<file path="src/rtl/spt_pkg.sv">
// shared constants and codes for the swing pivot tracker
package spt_pkg;

   // default field widths
   localparam int PRICE_BITS_DEFAULT = 32;
   localparam int TIME_BITS_DEFAULT  = 48;

   // threshold register, unsigned q0.16
   localparam int                      THRESHOLD_BITS  = 16;
   localparam logic [THRESHOLD_BITS-1:0] THRESHOLD_RESET = 16'd655;

   // register file port
   localparam int CSR_ADDR_BITS = 3;
   localparam int CSR_DATA_BITS = 32;
   // word index of the threshold register
   localparam logic CSR_IDX_THRESHOLD = 1'b0;

   // result kinds
   localparam logic KIND_NEW  = 1'b0;
   localparam logic KIND_MOVE = 1'b1;

   // result queue between the tracker and the rsp channel
   localparam int OUTQ_DEPTH    = 4;
   localparam int OUTQ_PTR_BITS = 2;
   localparam int OUTQ_CNT_BITS = 3;
   localparam int PUSH_BITS     = 2;
   localparam int MAX_PUSH      = 2;

endpackage

</file>
<file path="src/rtl/spt_channels.sv">
// valid/ready channel interfaces for samples and pivot results
interface spt_req_if #(
   parameter int TIME_BITS  = spt_pkg::TIME_BITS_DEFAULT,
   parameter int PRICE_BITS = spt_pkg::PRICE_BITS_DEFAULT
);
   logic                  valid;
   logic                  ready;
   logic [TIME_BITS-1:0]  sample_time;
   logic [PRICE_BITS-1:0] sample_price;

   modport source (output valid, sample_time, sample_price, input ready);
   modport sink   (input valid, sample_time, sample_price, output ready);
endinterface

interface spt_rsp_if #(
   parameter int TIME_BITS  = spt_pkg::TIME_BITS_DEFAULT,
   parameter int PRICE_BITS = spt_pkg::PRICE_BITS_DEFAULT
);
   logic                  valid;
   logic                  ready;
   logic                  event_kind;
   logic [TIME_BITS-1:0]  pivot_time;
   logic [PRICE_BITS-1:0] pivot_price;
   logic                  pivot_is_high;
   logic                  last_of_run;

   modport source (output valid, event_kind, pivot_time, pivot_price, pivot_is_high,
                   last_of_run, input ready);
   modport sink   (input valid, event_kind, pivot_time, pivot_price, pivot_is_high,
                   last_of_run, output ready);
endinterface

</file>
<file path="src/rtl/spt_core.sv">
// sample register, zigzag pivot state and result generation
module spt_core #(
   parameter int TIME_BITS  = spt_pkg::TIME_BITS_DEFAULT,
   parameter int PRICE_BITS = spt_pkg::PRICE_BITS_DEFAULT,
   parameter int ENTRY_BITS = TIME_BITS + PRICE_BITS + 3
) (
   input  logic                              clock,
   input  logic                              reset,
   spt_req_if.sink                           req,
   input  logic [spt_pkg::THRESHOLD_BITS-1:0] threshold_frac,
   input  logic                              room,
   output logic [spt_pkg::PUSH_BITS-1:0]     push_n,
   output logic [ENTRY_BITS-1:0]             entry0,
   output logic [ENTRY_BITS-1:0]             entry1
);

   localparam int PROD_BITS = PRICE_BITS + spt_pkg::THRESHOLD_BITS;

   // sample stage
   logic                  s_valid_ff, s_valid_in;
   logic [TIME_BITS-1:0]  s_time_ff, s_time_in;
   logic [PRICE_BITS-1:0] s_price_ff, s_price_in;

   // tracker state
   logic                  ev_ff, ev_in;
   logic                  started_ff, started_in;
   logic [TIME_BITS-1:0]  low_time_ff, low_time_in;
   logic [PRICE_BITS-1:0] low_price_ff, low_price_in;
   logic [TIME_BITS-1:0]  high_time_ff, high_time_in;
   logic [PRICE_BITS-1:0] high_price_ff, high_price_in;
   logic [TIME_BITS-1:0]  last_time_ff, last_time_in;
   logic [PRICE_BITS-1:0] last_price_ff, last_price_in;
   logic                  last_is_high_ff, last_is_high_in;

   logic                  accept;
   logic                  fire;
   logic [TIME_BITS-1:0]  lt0, ht0, lt_n, ht_n;
   logic [PRICE_BITS-1:0] lp0, hp0, lp_n, hp_n;
   logic                  low_first;
   logic [PRICE_BITS-1:0] base;
   logic [PROD_BITS-1:0]  prod;
   logic [PRICE_BITS-1:0] q;
   logic [PRICE_BITS-1:0] cmp_hi, cmp_lo;
   logic [PRICE_BITS-1:0] diff;
   logic                  beyond;
   logic                  move;
   logic                  rev;
   logic                  first;
   logic [TIME_BITS-1:0]  early_time, later_time;
   logic [PRICE_BITS-1:0] early_price, later_price;

   // input handshake: the stage frees up when its sample is processed
   assign fire      = s_valid_ff & room;
   assign req.ready = ~s_valid_ff | fire;
   assign accept    = req.valid & req.ready;

   always_comb begin
      s_valid_in = s_valid_ff;
      s_time_in  = s_time_ff;
      s_price_in = s_price_ff;
      if (accept) begin
         s_valid_in = 1'b1;
         s_time_in  = req.sample_time;
         s_price_in = req.sample_price;
      end else if (fire) begin
         s_valid_in = 1'b0;
      end
   end

   // running extremes, the first sample seeds both
   always_comb begin
      lt0  = ev_ff ? low_time_ff   : s_time_ff;
      lp0  = ev_ff ? low_price_ff  : s_price_ff;
      ht0  = ev_ff ? high_time_ff  : s_time_ff;
      hp0  = ev_ff ? high_price_ff : s_price_ff;
      hp_n = (s_price_ff > hp0) ? s_price_ff : hp0;
      ht_n = (s_price_ff > hp0) ? s_time_ff  : ht0;
      lp_n = (s_price_ff < lp0) ? s_price_ff : lp0;
      lt_n = (s_price_ff < lp0) ? s_time_ff  : lt0;
      // equal times count as high first
      low_first = lt_n < ht_n;
   end

   // threshold test: (hi - lo) > floor(base * d / 2^16)
   always_comb begin
      if (started_ff) begin
         base = last_price_ff;
      end else begin
         base = low_first ? lp_n : hp_n;
      end
      prod = PROD_BITS'(base) * PROD_BITS'(threshold_frac);
      q    = prod[PROD_BITS-1:spt_pkg::THRESHOLD_BITS];
      if (!started_ff) begin
         cmp_hi = hp_n;
         cmp_lo = lp_n;
      end else if (last_is_high_ff) begin
         cmp_hi = last_price_ff;
         cmp_lo = s_price_ff;
      end else begin
         cmp_hi = s_price_ff;
         cmp_lo = last_price_ff;
      end
      diff   = cmp_hi - cmp_lo;
      beyond = (cmp_hi > cmp_lo) && (diff > q);
   end

   // decisions for this sample
   assign move  = started_ff && (last_is_high_ff ? (s_price_ff > last_price_ff)
                                                 : (s_price_ff < last_price_ff));
   assign rev   = started_ff & ~move & beyond;
   assign first = ~started_ff & beyond;

   // earlier and later extreme of the first swing
   assign early_time  = low_first ? lt_n : ht_n;
   assign early_price = low_first ? lp_n : hp_n;
   assign later_time  = low_first ? ht_n : lt_n;
   assign later_price = low_first ? hp_n : lp_n;

   // result words: kind, time, price, high mark, last of run
   always_comb begin
      if (!fire) begin
         push_n = spt_pkg::PUSH_BITS'(0);
      end else if (first) begin
         push_n = spt_pkg::PUSH_BITS'(2);
      end else if (move || rev) begin
         push_n = spt_pkg::PUSH_BITS'(1);
      end else begin
         push_n = spt_pkg::PUSH_BITS'(0);
      end
      if (first) begin
         entry0 = {spt_pkg::KIND_NEW, early_time, early_price, ~low_first, 1'b0};
      end else begin
         entry0 = {(move ? spt_pkg::KIND_MOVE : spt_pkg::KIND_NEW), s_time_ff, s_price_ff,
                   (move ? last_is_high_ff : ~last_is_high_ff), 1'b1};
      end
      entry1 = {spt_pkg::KIND_NEW, later_time, later_price, low_first, 1'b1};
   end

   // next state
   always_comb begin
      ev_in           = ev_ff;
      started_in      = started_ff;
      low_time_in     = low_time_ff;
      low_price_in    = low_price_ff;
      high_time_in    = high_time_ff;
      high_price_in   = high_price_ff;
      last_time_in    = last_time_ff;
      last_price_in   = last_price_ff;
      last_is_high_in = last_is_high_ff;
      if (fire) begin
         if (!started_ff) begin
            ev_in         = 1'b1;
            low_time_in   = lt_n;
            low_price_in  = lp_n;
            high_time_in  = ht_n;
            high_price_in = hp_n;
            if (first) begin
               started_in      = 1'b1;
               last_time_in    = later_time;
               last_price_in   = later_price;
               last_is_high_in = low_first;
            end
         end else if (move || rev) begin
            last_time_in  = s_time_ff;
            last_price_in = s_price_ff;
            if (rev) begin
               last_is_high_in = ~last_is_high_ff;
            end
         end
      end
   end

   // control state
   always_ff @(posedge clock) begin
      if (reset) begin
         s_valid_ff      <= 1'b0;
         ev_ff           <= 1'b0;
         started_ff      <= 1'b0;
         last_is_high_ff <= 1'b0;
      end else begin
         s_valid_ff      <= s_valid_in;
         ev_ff           <= ev_in;
         started_ff      <= started_in;
         last_is_high_ff <= last_is_high_in;
      end
   end

   // payload state
   always_ff @(posedge clock) begin
      s_time_ff     <= s_time_in;
      s_price_ff    <= s_price_in;
      low_time_ff   <= low_time_in;
      low_price_ff  <= low_price_in;
      high_time_ff  <= high_time_in;
      high_price_ff <= high_price_in;
      last_time_ff  <= last_time_in;
      last_price_ff <= last_price_in;
   end

`ifndef SYNTHESIS
   // a confirmed swing always rests on seeded extremes
   a_started_seeded: assert property (@(posedge clock) disable iff (reset)
      started_ff |-> ev_ff)
      else $error("started without seeded extremes");

   // a pair of results only comes from the first swing
   a_pair_first_only: assert property (@(posedge clock) disable iff (reset)
      (push_n == spt_pkg::PUSH_BITS'(2)) |=> started_ff && !$past(started_ff))
      else $error("pair of results outside the first swing");

   // a waiting sample stays put until it is processed
   a_sample_held: assert property (@(posedge clock) disable iff (reset)
      (s_valid_ff && !fire) |=> (s_valid_ff && $stable(s_time_ff) && $stable(s_price_ff)))
      else $error("waiting sample lost or changed");
`endif

endmodule

</file>
<file path="src/rtl/spt_outq.sv">
// four-word result queue feeding the rsp channel
module spt_outq #(
   parameter int TIME_BITS  = spt_pkg::TIME_BITS_DEFAULT,
   parameter int PRICE_BITS = spt_pkg::PRICE_BITS_DEFAULT,
   parameter int ENTRY_BITS = TIME_BITS + PRICE_BITS + 3
) (
   input  logic                          clock,
   input  logic                          reset,
   input  logic [spt_pkg::PUSH_BITS-1:0] push_n,
   input  logic [ENTRY_BITS-1:0]         entry0,
   input  logic [ENTRY_BITS-1:0]         entry1,
   output logic                          room,
   spt_rsp_if.source                     rsp
);

   logic [ENTRY_BITS-1:0]             entry_ff [spt_pkg::OUTQ_DEPTH];
   logic [spt_pkg::OUTQ_PTR_BITS-1:0] wr_ptr_ff, wr_ptr_in;
   logic [spt_pkg::OUTQ_PTR_BITS-1:0] rd_ptr_ff, rd_ptr_in;
   logic [spt_pkg::OUTQ_CNT_BITS-1:0] count_ff, count_in;
   logic [spt_pkg::OUTQ_PTR_BITS-1:0] wr_next;
   logic                              pop;
   logic [ENTRY_BITS-1:0]             head;

   // space for a full pair of words
   assign room = count_ff <= spt_pkg::OUTQ_CNT_BITS'(spt_pkg::OUTQ_DEPTH - spt_pkg::MAX_PUSH);

   // head word onto the channel
   assign head              = entry_ff[rd_ptr_ff];
   assign rsp.valid         = count_ff != '0;
   assign rsp.event_kind    = head[ENTRY_BITS-1];
   assign rsp.pivot_time    = head[ENTRY_BITS-2 -: TIME_BITS];
   assign rsp.pivot_price   = head[PRICE_BITS+1 -: PRICE_BITS];
   assign rsp.pivot_is_high = head[1];
   assign rsp.last_of_run   = head[0];
   assign pop               = rsp.valid & rsp.ready;

   // pointers and fill count
   assign wr_next   = wr_ptr_ff + spt_pkg::OUTQ_PTR_BITS'(1);
   assign wr_ptr_in = wr_ptr_ff + spt_pkg::OUTQ_PTR_BITS'(push_n);
   assign rd_ptr_in = rd_ptr_ff + spt_pkg::OUTQ_PTR_BITS'(pop);
   assign count_in  = count_ff + spt_pkg::OUTQ_CNT_BITS'(push_n)
                      - spt_pkg::OUTQ_CNT_BITS'(pop);

   always_ff @(posedge clock) begin
      if (reset) begin
         wr_ptr_ff <= '0;
         rd_ptr_ff <= '0;
         count_ff  <= '0;
      end else begin
         wr_ptr_ff <= wr_ptr_in;
         rd_ptr_ff <= rd_ptr_in;
         count_ff  <= count_in;
      end
   end

   // word storage
   always_ff @(posedge clock) begin
      if (push_n != '0) begin
         entry_ff[wr_ptr_ff] <= entry0;
      end
      if (push_n == spt_pkg::PUSH_BITS'(2)) begin
         entry_ff[wr_next] <= entry1;
      end
   end

`ifndef SYNTHESIS
   // never fuller than the storage
   a_count_bound: assert property (@(posedge clock) disable iff (reset)
      count_ff <= spt_pkg::OUTQ_CNT_BITS'(spt_pkg::OUTQ_DEPTH))
      else $error("result queue overfilled");

   // words only arrive while a pair still fits
   a_push_room: assert property (@(posedge clock) disable iff (reset)
      (push_n != '0) |-> room)
      else $error("push without room");

   // fill count follows pointers
   a_count_ptrs: assert property (@(posedge clock) disable iff (reset)
      (count_ff != spt_pkg::OUTQ_CNT_BITS'(spt_pkg::OUTQ_DEPTH)) |->
         (spt_pkg::OUTQ_PTR_BITS'(wr_ptr_ff - rd_ptr_ff) ==
          spt_pkg::OUTQ_PTR_BITS'(count_ff)))
      else $error("fill count and pointers disagree");
`endif

endmodule

</file>
<file path="src/rtl/swing_pivot_tracker.sv">
// zigzag swing pivot tracker: top level with threshold register
//
//  channel  dir  handshake           word
//  req      in   valid/ready         sample_time, sample_price
//  rsp      out  valid/ready         event_kind, pivot_time, pivot_price,
//                                    pivot_is_high, last_of_run
//  csr      in   psel/penable/pwrite threshold_frac at word 0, pready tied high
//
// one sample a cycle while the queue has room; a taken sample is held in the sample register,
// then its result words are written to the queue, whose head word drives rsp
// a sample confirming the first swing gives two words, which the rsp side
// drains at one word a cycle while rsp ready is high, from a four-word queue
// a sample waits in the sample register while the queue lacks room for two words
// reset clears the tracker and queue control and loads the threshold with 655
module swing_pivot_tracker #(
   parameter int TIME_BITS  = spt_pkg::TIME_BITS_DEFAULT,
   parameter int PRICE_BITS = spt_pkg::PRICE_BITS_DEFAULT
) (
   input  logic                              clock,
   input  logic                              reset,
   spt_req_if.sink                           req_chan,
   spt_rsp_if.source                         rsp_chan,
   input  logic                              csr_psel,
   input  logic                              csr_penable,
   input  logic                              csr_pwrite,
   input  logic [spt_pkg::CSR_ADDR_BITS-1:0] csr_paddr,
   input  logic [spt_pkg::CSR_DATA_BITS-1:0] csr_pwdata,
   output logic [spt_pkg::CSR_DATA_BITS-1:0] csr_prdata,
   output logic                              csr_pready
);

   localparam int ENTRY_BITS = TIME_BITS + PRICE_BITS + 3;

   logic [spt_pkg::THRESHOLD_BITS-1:0] threshold_ff, threshold_in;
   logic                               csr_hit;
   logic                               room;
   logic [spt_pkg::PUSH_BITS-1:0]      push_n;
   logic [ENTRY_BITS-1:0]              entry0;
   logic [ENTRY_BITS-1:0]              entry1;

   // register port, word index from the upper address bit
   assign csr_pready = 1'b1;
   assign csr_hit    = csr_paddr[spt_pkg::CSR_ADDR_BITS-1] == spt_pkg::CSR_IDX_THRESHOLD;

   always_comb begin
      threshold_in = threshold_ff;
      if (csr_psel && csr_penable && csr_pwrite && csr_pready && csr_hit) begin
         threshold_in = csr_pwdata[spt_pkg::THRESHOLD_BITS-1:0];
      end
   end

   always_comb begin
      if (csr_hit) begin
         csr_prdata = spt_pkg::CSR_DATA_BITS'(threshold_ff);
      end else begin
         csr_prdata = '0;
      end
   end

   always_ff @(posedge clock) begin
      if (reset) begin
         threshold_ff <= spt_pkg::THRESHOLD_RESET;
      end else begin
         threshold_ff <= threshold_in;
      end
   end

   // pivot tracking
   spt_core #(
      .TIME_BITS  (TIME_BITS),
      .PRICE_BITS (PRICE_BITS),
      .ENTRY_BITS (ENTRY_BITS)
   ) u_core (
      .clock          (clock),
      .reset          (reset),
      .req            (req_chan),
      .threshold_frac (threshold_ff),
      .room           (room),
      .push_n         (push_n),
      .entry0         (entry0),
      .entry1         (entry1)
   );

   // result queue
   spt_outq #(
      .TIME_BITS  (TIME_BITS),
      .PRICE_BITS (PRICE_BITS),
      .ENTRY_BITS (ENTRY_BITS)
   ) u_outq (
      .clock  (clock),
      .reset  (reset),
      .push_n (push_n),
      .entry0 (entry0),
      .entry1 (entry1),
      .room   (room),
      .rsp    (rsp_chan)
   );

endmodule
</file>
<file path="src/flat_wrapper.sv">
// flat-port wrapper written by rule: the top's interface ports become plain ports
module swing_pivot_tracker_flat 
#(
   parameter int TIME_BITS  = spt_pkg::TIME_BITS_DEFAULT,
   parameter int PRICE_BITS = spt_pkg::PRICE_BITS_DEFAULT
)
  (clock, reset, csr_psel, csr_penable, csr_pwrite, csr_paddr, csr_pwdata, csr_prdata, csr_pready, req_chan_valid, req_chan_sample_time, req_chan_sample_price, req_chan_ready, rsp_chan_valid, rsp_chan_event_kind, rsp_chan_pivot_time, rsp_chan_pivot_price, rsp_chan_pivot_is_high, rsp_chan_last_of_run, rsp_chan_ready);
  spt_req_if #(.TIME_BITS(TIME_BITS), .PRICE_BITS(PRICE_BITS)) req_chan_i ();
  spt_rsp_if #(.TIME_BITS(TIME_BITS), .PRICE_BITS(PRICE_BITS)) rsp_chan_i ();
  input  logic clock;
  input  logic reset;
  input  logic csr_psel;
  input  logic csr_penable;
  input  logic csr_pwrite;
  input  logic [spt_pkg::CSR_ADDR_BITS-1:0] csr_paddr;
  input  logic [spt_pkg::CSR_DATA_BITS-1:0] csr_pwdata;
  output logic [spt_pkg::CSR_DATA_BITS-1:0] csr_prdata;
  output logic csr_pready;
  input wire logic [$bits(req_chan_i.valid)-1:0] req_chan_valid;
  input wire logic [$bits(req_chan_i.sample_time)-1:0] req_chan_sample_time;
  input wire logic [$bits(req_chan_i.sample_price)-1:0] req_chan_sample_price;
  output wire logic [$bits(req_chan_i.ready)-1:0] req_chan_ready;
  output wire logic [$bits(rsp_chan_i.valid)-1:0] rsp_chan_valid;
  output wire logic [$bits(rsp_chan_i.event_kind)-1:0] rsp_chan_event_kind;
  output wire logic [$bits(rsp_chan_i.pivot_time)-1:0] rsp_chan_pivot_time;
  output wire logic [$bits(rsp_chan_i.pivot_price)-1:0] rsp_chan_pivot_price;
  output wire logic [$bits(rsp_chan_i.pivot_is_high)-1:0] rsp_chan_pivot_is_high;
  output wire logic [$bits(rsp_chan_i.last_of_run)-1:0] rsp_chan_last_of_run;
  input wire logic [$bits(rsp_chan_i.ready)-1:0] rsp_chan_ready;
  assign req_chan_i.valid = req_chan_valid;
  assign req_chan_i.sample_time = req_chan_sample_time;
  assign req_chan_i.sample_price = req_chan_sample_price;
  assign req_chan_ready = req_chan_i.ready;
  assign rsp_chan_valid = rsp_chan_i.valid;
  assign rsp_chan_event_kind = rsp_chan_i.event_kind;
  assign rsp_chan_pivot_time = rsp_chan_i.pivot_time;
  assign rsp_chan_pivot_price = rsp_chan_i.pivot_price;
  assign rsp_chan_pivot_is_high = rsp_chan_i.pivot_is_high;
  assign rsp_chan_last_of_run = rsp_chan_i.last_of_run;
  assign rsp_chan_i.ready = rsp_chan_ready;
  swing_pivot_tracker #(.TIME_BITS(TIME_BITS), .PRICE_BITS(PRICE_BITS)) u_core (.clock(clock), .reset(reset), .req_chan(req_chan_i), .rsp_chan(rsp_chan_i), .csr_psel(csr_psel), .csr_penable(csr_penable), .csr_pwrite(csr_pwrite), .csr_paddr(csr_paddr), .csr_pwdata(csr_pwdata), .csr_prdata(csr_prdata), .csr_pready(csr_pready));
endmodule
</file>
<file path="config.mk">
export PLATFORM = sky130hd
export DESIGN_NAME = swing_pivot_tracker_flat
export DESIGN_NICKNAME = d
export VERILOG_FILES = /design/src/rtl/spt_pkg.sv /design/src/rtl/spt_channels.sv /design/src/rtl/spt_core.sv /design/src/rtl/spt_outq.sv /design/src/rtl/swing_pivot_tracker.sv /design/src/flat_wrapper.sv
export SDC_FILE = /design/constraint.sdc
export NUM_CORES = 2
export LEC_CHECK = 0
export BUFFER_PORTS_ARGS = -buffer_cell sky130_fd_sc_hd__buf_2
export CELL_PAD_IN_SITES_DETAIL_PLACEMENT = 1
export CELL_PAD_IN_SITES_GLOBAL_PLACEMENT = 1
export CORE_ASPECT_RATIO = 0.75
export CORE_MARGIN = 2
export CORE_UTILIZATION = 35
export CTS_CLUSTER_DIAMETER = 30
export DETAILED_ROUTE_END_ITERATION = 7
export MAX_ROUTING_LAYER = met4
export PLACE_DENSITY_LB_ADDON = 0.2
export SLEW_MARGIN = 20
export SYNTH_ARGS = -nofsm -noshare
export SYNTH_HDL_FRONTEND = slang
export SYNTH_SLANG_ARGS = --single-unit
</file>
<file path="constraint.sdc">
create_clock -name clock -period 23.4 [get_ports clock]
set_input_delay 1.17 -clock clock [delete_from_list [all_inputs] [get_ports clock]]
set_output_delay 1.17 -clock clock [all_outputs]
set_load 0.005 [all_outputs]
</file>
Word-level counts from Yosys, hierarchy flattened
Memories as Yosys holds them, arrays and structs flattened. A register that Yosys moved wholly into a read port is not among the register bits.
Cells that the tools add are included.
{"block": "op_classes", "magnitude_cmp": 8, "addsub": 6, "bitwise": 13, "n_mux": 41, "eq_ne": 3, "mul": 1, "reduce_logical": 13}
{"cell": "two-way mux 32 bit", "count": 14}
{"cell": "two-way mux 48 bit", "count": 6}
{"cell": "> comparator 32 bit", "count": 4}
{"cell": "two-way mux 83 bit", "count": 1}
{"cell": "less-than comparator 32 bit", "count": 2}
{"cell": "less-than comparator 48 bit", "count": 1}
{"cell": "multiplier 32 x 16 -> 48 bit", "count": 1}
{"cell": "subtractor 32 bit", "count": 1}
{"cell": "two-way mux 1 bit", "count": 16}
{"cell": "two-way mux 16 bit", "count": 1}
{"cell": "AND 1 bit", "count": 6}
{"cell": "two-way mux 2 bit", "count": 3}
{"cell": "inverter 1 bit", "count": 6}
{"cell": "nonzero test 2 bit", "count": 3}
{"cell": "logical AND 1 bit", "count": 5}
{"cell": "!= test 2 x 1 -> 1 bit (second input constant)", "count": 2}
{"cell": "AND reduction 4 bit", "count": 1}
{"cell": "adder 3 x 2 -> 3 bit", "count": 1}
{"cell": "<= comparator 3 x 2 -> 1 bit (second input constant)", "count": 1}
{"cell": "AND reduction 3 bit", "count": 1}
{"cell": "nonzero test 3 bit", "count": 1}
{"cell": "subtractor 3 x 1 -> 3 bit", "count": 1}
{"cell": "adder 2 x 1 -> 2 bit", "count": 1}
{"cell": "adder 2 x 1 -> 2 bit (second input constant)", "count": 1}
{"cell": "other kinds (5)", "count": 5}
{"block": "totals", "regBits": 299, "mem_bits_rw": 332, "input_bits": 122, "memories": 1}
{"memory": "u_core.u_outq.entry_ff", "words": 4, "width": 83, "read_ports": 1, "rd_ports_with_merged_regs": 1, "wr": 2, "line_no": "spt_outq.sv:16", "text": "logic [ENTRY_BITS-1:0] entry_ff [spt_pkg::OUTQ_DEPTH];"}

Logic depth before layout (Yosys ltp)
{"block": "depth", "ltp_word": 17, "mapped_depth": 72, "mapped_depth_nobuf": 64}

By module
A second synthesis with hierarchy kept.
{"block": "hier_totals", "hier_cells": 5007, "hier_area_um2": 54034.3}
{"module": "spt_core", "n_inst": 1, "area_each_um2": 36650.2, "seq_area_each_um2": 8247.9, "cells_per_inst": 4053}
{"module": "spt_outq", "n_inst": 1, "area_each_um2": 16427.0, "seq_area_each_um2": 10109.7, "cells_per_inst": 848}
{"module": "swing_pivot_tracker", "n_inst": 1, "area_each_um2": 957.2, "seq_area_each_um2": 320.3, "cells_per_inst": 106}

Worst setup path after synthesis
No wires, ideal clock.
{"block": "synth_path", "path_type": "register to register", "startpoint": "register u_core.u_core.ev_ff", "endpoint": "memory u_core.u_outq.entry_ff[2][10] (netlist name), enable pin", "required_ps": 22958, "t_arrival_ps": 18347, "stages_incl_launch_ff": 67, "period_less_slack_ps": 18789, "setup_slack_ps": 4611, "cell_sequence": "dfxtp_1 > clkbuf_1 > clkbuf_1 > clkbuf_1 > clkbuf_1 > a21oi_1 > ha_1 > nand4_1 > or4_1 > nor4_1 > a31oi_1 > nor3_2 > clkbuf_1 > buf_2 > mux2i_1 > ha_1 > nand4_1 > or2_1 > (+31 left out) > o211ai_1 > nand2b_1 > a21oi_1 > xor2_1 > ha_1 > a21o_1 > a21oi_1 > nor2b_1 > o21ai_0 > nand2b_1 > a21oi_1 > o21ai_0 > a211o_1 > nand4_1 > a21oi_1 > nand3_1 > clkbuf_1 > nand2_1"}
{"element": "from (decl)", "line_no": "spt_core.sv:25", "text": "logic ev_ff, ev_in;"}
{"element": "from (signal assigned)", "line_no": "spt_core.sv:182", "text": "ev_ff <= ev_in;"}
{"element": "to (decl)", "line_no": "spt_outq.sv:16"}

==> impl_metrics.toml <==
[yosys]
syn_area_per_cell_um2 = 10.22
yosysWarningCount = 0
synth_ff_type = "edfxtp_1"
synth_cell_types = 83
synth-async-reset-ratio_pct = 0
netlist_area_mm2 = 0.05283
seq_area_frac_synth_pct = 35.20
synthCells = 5168
ys_seq_elements = 631
synth_edf_count = 596

[route]
vias_per_cell = 5.487
initialDrtViolationCount = 2994
drtPass1Iterations = 5
dr_total_vias = 40944
ant_nets = 0
wl_mm = 180.3
drc_errors = 0
wl_per_cell_um = 24.17

[placement]
dp_hpwl_mm = 123.6
pre_cts_ws_ns = 2.749
io_buffers = 204
gp_congestion = 0.8803

[sta]
fin_skew_ns = 0.05177
rsz0062_at_grt = "false"
fin_ws_ns = 2.582
period_share_pct = 88.97
whs_ns = 0.4583
finalSetupViolCount = 0
hold_viol_final = 0
slew_headroom_pct = 16.21
layout_min_cycle_time_ns = 20.82
fin_tns_setup_ns = 0
slew_violations = 0
max_freq_ghz = 0.04804
worst_slew_pin_slew_ns = 1.257

[die]
core_mm2 = 0.1499
rows = 123
die_x_um = 452.6
dieHeight_um = 340.5
ios = 240
dieArea_mm2 = 0.1541
initial_core_util_pct = 35.25

[clock_network]
clockBufferDepth = 3
insertion_delay_ns = 0.79
htree_levels = 4
path_clk_slew_ns = 0.04
ctsResizeCount = 0
clock-sinks = 631
cts_buffers = 161
root_buffer = "clkbuf_16"
cts_setup_buffers = 0
holdBufCountCts = 0
cts_tree = "done"

[cells_and_area]
utilization_pct = 41.18
drive_above_1_share_pct = 14.16
final_common_cell = "inv_1"
syn_to_final_growth_pct = 16.84
num-nets-final = 6193
final_cell_mix = "641 x inv_1, 603 x nand2_1, 596 x edfxtp_1"
fill_cells = 16578

[critical_path]
path_class = "reg2reg"
cp_slowest_cell = "dfxtp_4"
worst_setup_path_end_kind = "register"
r2r_end = "u_core.u_outq.entry_ff[3][54]"
start_kind = "register"
r2r-start = "u_core.u_core.ev_ff"
cpPeakStageDelay_ns = 0.82
cp_data_required_time_ns = 23.80
cp_max_fo = 76
cpMostUsedCell = "a21oi_1"
arrival_ns = 21.21
reg2reg_slack_ns = 2.58
critPathLaunch = "u_core.u_core.ev_ff"
reg2reg_depth = 58
endpoint = "u_core.u_outq.entry_ff[3][54]"

[global_route]
grt_pass1_wl_mm = 273.0
grt_usage_pct = 24.09
grt-ovfl-total = 0
antenna_found_initial = 9
grt_pass1_vias = 42946
grt_max_degree = 82

[min_path]
min_path_cells = 2
hold_path_class = "reg2reg"

[run]
cap_violations = 0

[status]
status = "finished clean"
logic make-up (layout without fill, tap and decap cells):
kind of cell	Yosys count	count (layout)	synth area share, %
AOI/OAI and AO/OA	1160	1160	13.16
xor gates and xnor gates	61	61	1.011
adders and majority gates	746	746	23.62
buffers and inverters	963	1239	7.112
DFF	631	631	35.20
muxes	358	358	8.940
other	2	20	0.01421
and+or+nand+nor	1247	1247	10.94
cells in the mapped netlist (all sizes together) (67+ instances only):
library cell  instances  area (µm²)
a21o                 72       540.5
a21oi               332        1740
and2                178        1114
buf                 103       529.3
clkbuf              217       814.5
edfxtp              596       17900
fa                  419        8388
ha                  327        4091
inv                 642        2410
mux2                 81       912.1
mux2i               194        1942
mux4                 83        1869
nand2               610        2290
nor2                198       748.2
nor2b                67       419.2
o21ai               276        1381
o22ai               324        2027
layout make-up:
| type | instances | area (µm²) | area share [%] |
|---|---|---|---|
| diodes | 3 | 7.507 | 0.01216 |
| clock buffers | 189 | 4164 | 6.746 |
| clock inverters | 108 | 1493 | 2.418 |
| inverters | 643 | 2416 | 3.914 |
| multi-input cells | 3589 | 30710 | 49.75 |
| flip-flops and latches | 631 | 18620 | 30.17 |
| well taps | 2000 | 2502 | 4.054 |
| repair buffers | 299 | 1813 | 2.937 |
registers in the layout (all words and copies together), names as in the netlist, 2 cells and up:
signal,cells
u_core.u_outq.entry_ff,332
u_core.u_core.high_time_ff,48
u_core.u_core.low_time_ff,48
u_core.u_core.s_time_ff,48
u_core.u_core.high_price_ff,32
u_core.u_core.last_price_ff,32
u_core.u_core.low_price_ff,32
u_core.u_core.s_price_ff,32
u_core.threshold_ff,16
u_core.u_outq.count_ff,3
u_core.u_outq.rd_ptr_ff,2
u_core.u_outq.wr_ptr_ff,2
metrics by stage:
stage	std cells	instance area, µm²
3_3_place_gp	7162	56040
2_1_floorplan	5183	52890
4_1_cts	7459	61700
5_1_grt	7460	61720
3_5_place_dp	7162	56040
6_report	7462	61730
metal layers:
metal	part of all wire, %	vias up	routed length (µm)	GRT usage, %
met1	47	21201	84970	33.73
li1	-	18460	-	-
met3	5.4	229	9734	3.653
met2	45	1054	81130	36.06
met5	0	-	0	-
met4	2.5	0	4509	7.014
critical path, delay by kind of cell (launching register included):
| family | cells | cell delay (ns) |
|---|---|---|
| compound gates | 18 | 6.29 |
| simple gates | 18 | 4.90 |
| fa+ha+maj | 10 | 4.24 |
| buf+inv | 9 | 3.11 |
| flops | 1 | 0.82 |
| mux | 2 | 0.71 |
| xor+xnor | 1 | 0.10 |
how the worst min path moves through the flow:
stage | end | start
4_1_cts | u_core.threshold_ff[11] | u_core.threshold_ff[11]
2_1_floorplan | u_core.u_outq.entry_ff[3][82] | u_core.u_outq.entry_ff[3][82]
3_3_place_gp | u_core.threshold_ff[8] | u_core.threshold_ff[8]
5_1_grt | u_core.threshold_ff[11] | u_core.threshold_ff[11]
6_report | u_core.threshold_ff[11] | u_core.threshold_ff[11]
3_5_place_dp | u_core.threshold_ff[11] | u_core.threshold_ff[11]
Power is left out: the tool's default activity adds up to more than one toggle a clock period on the data nets, which glitch-free logic cannot reach.
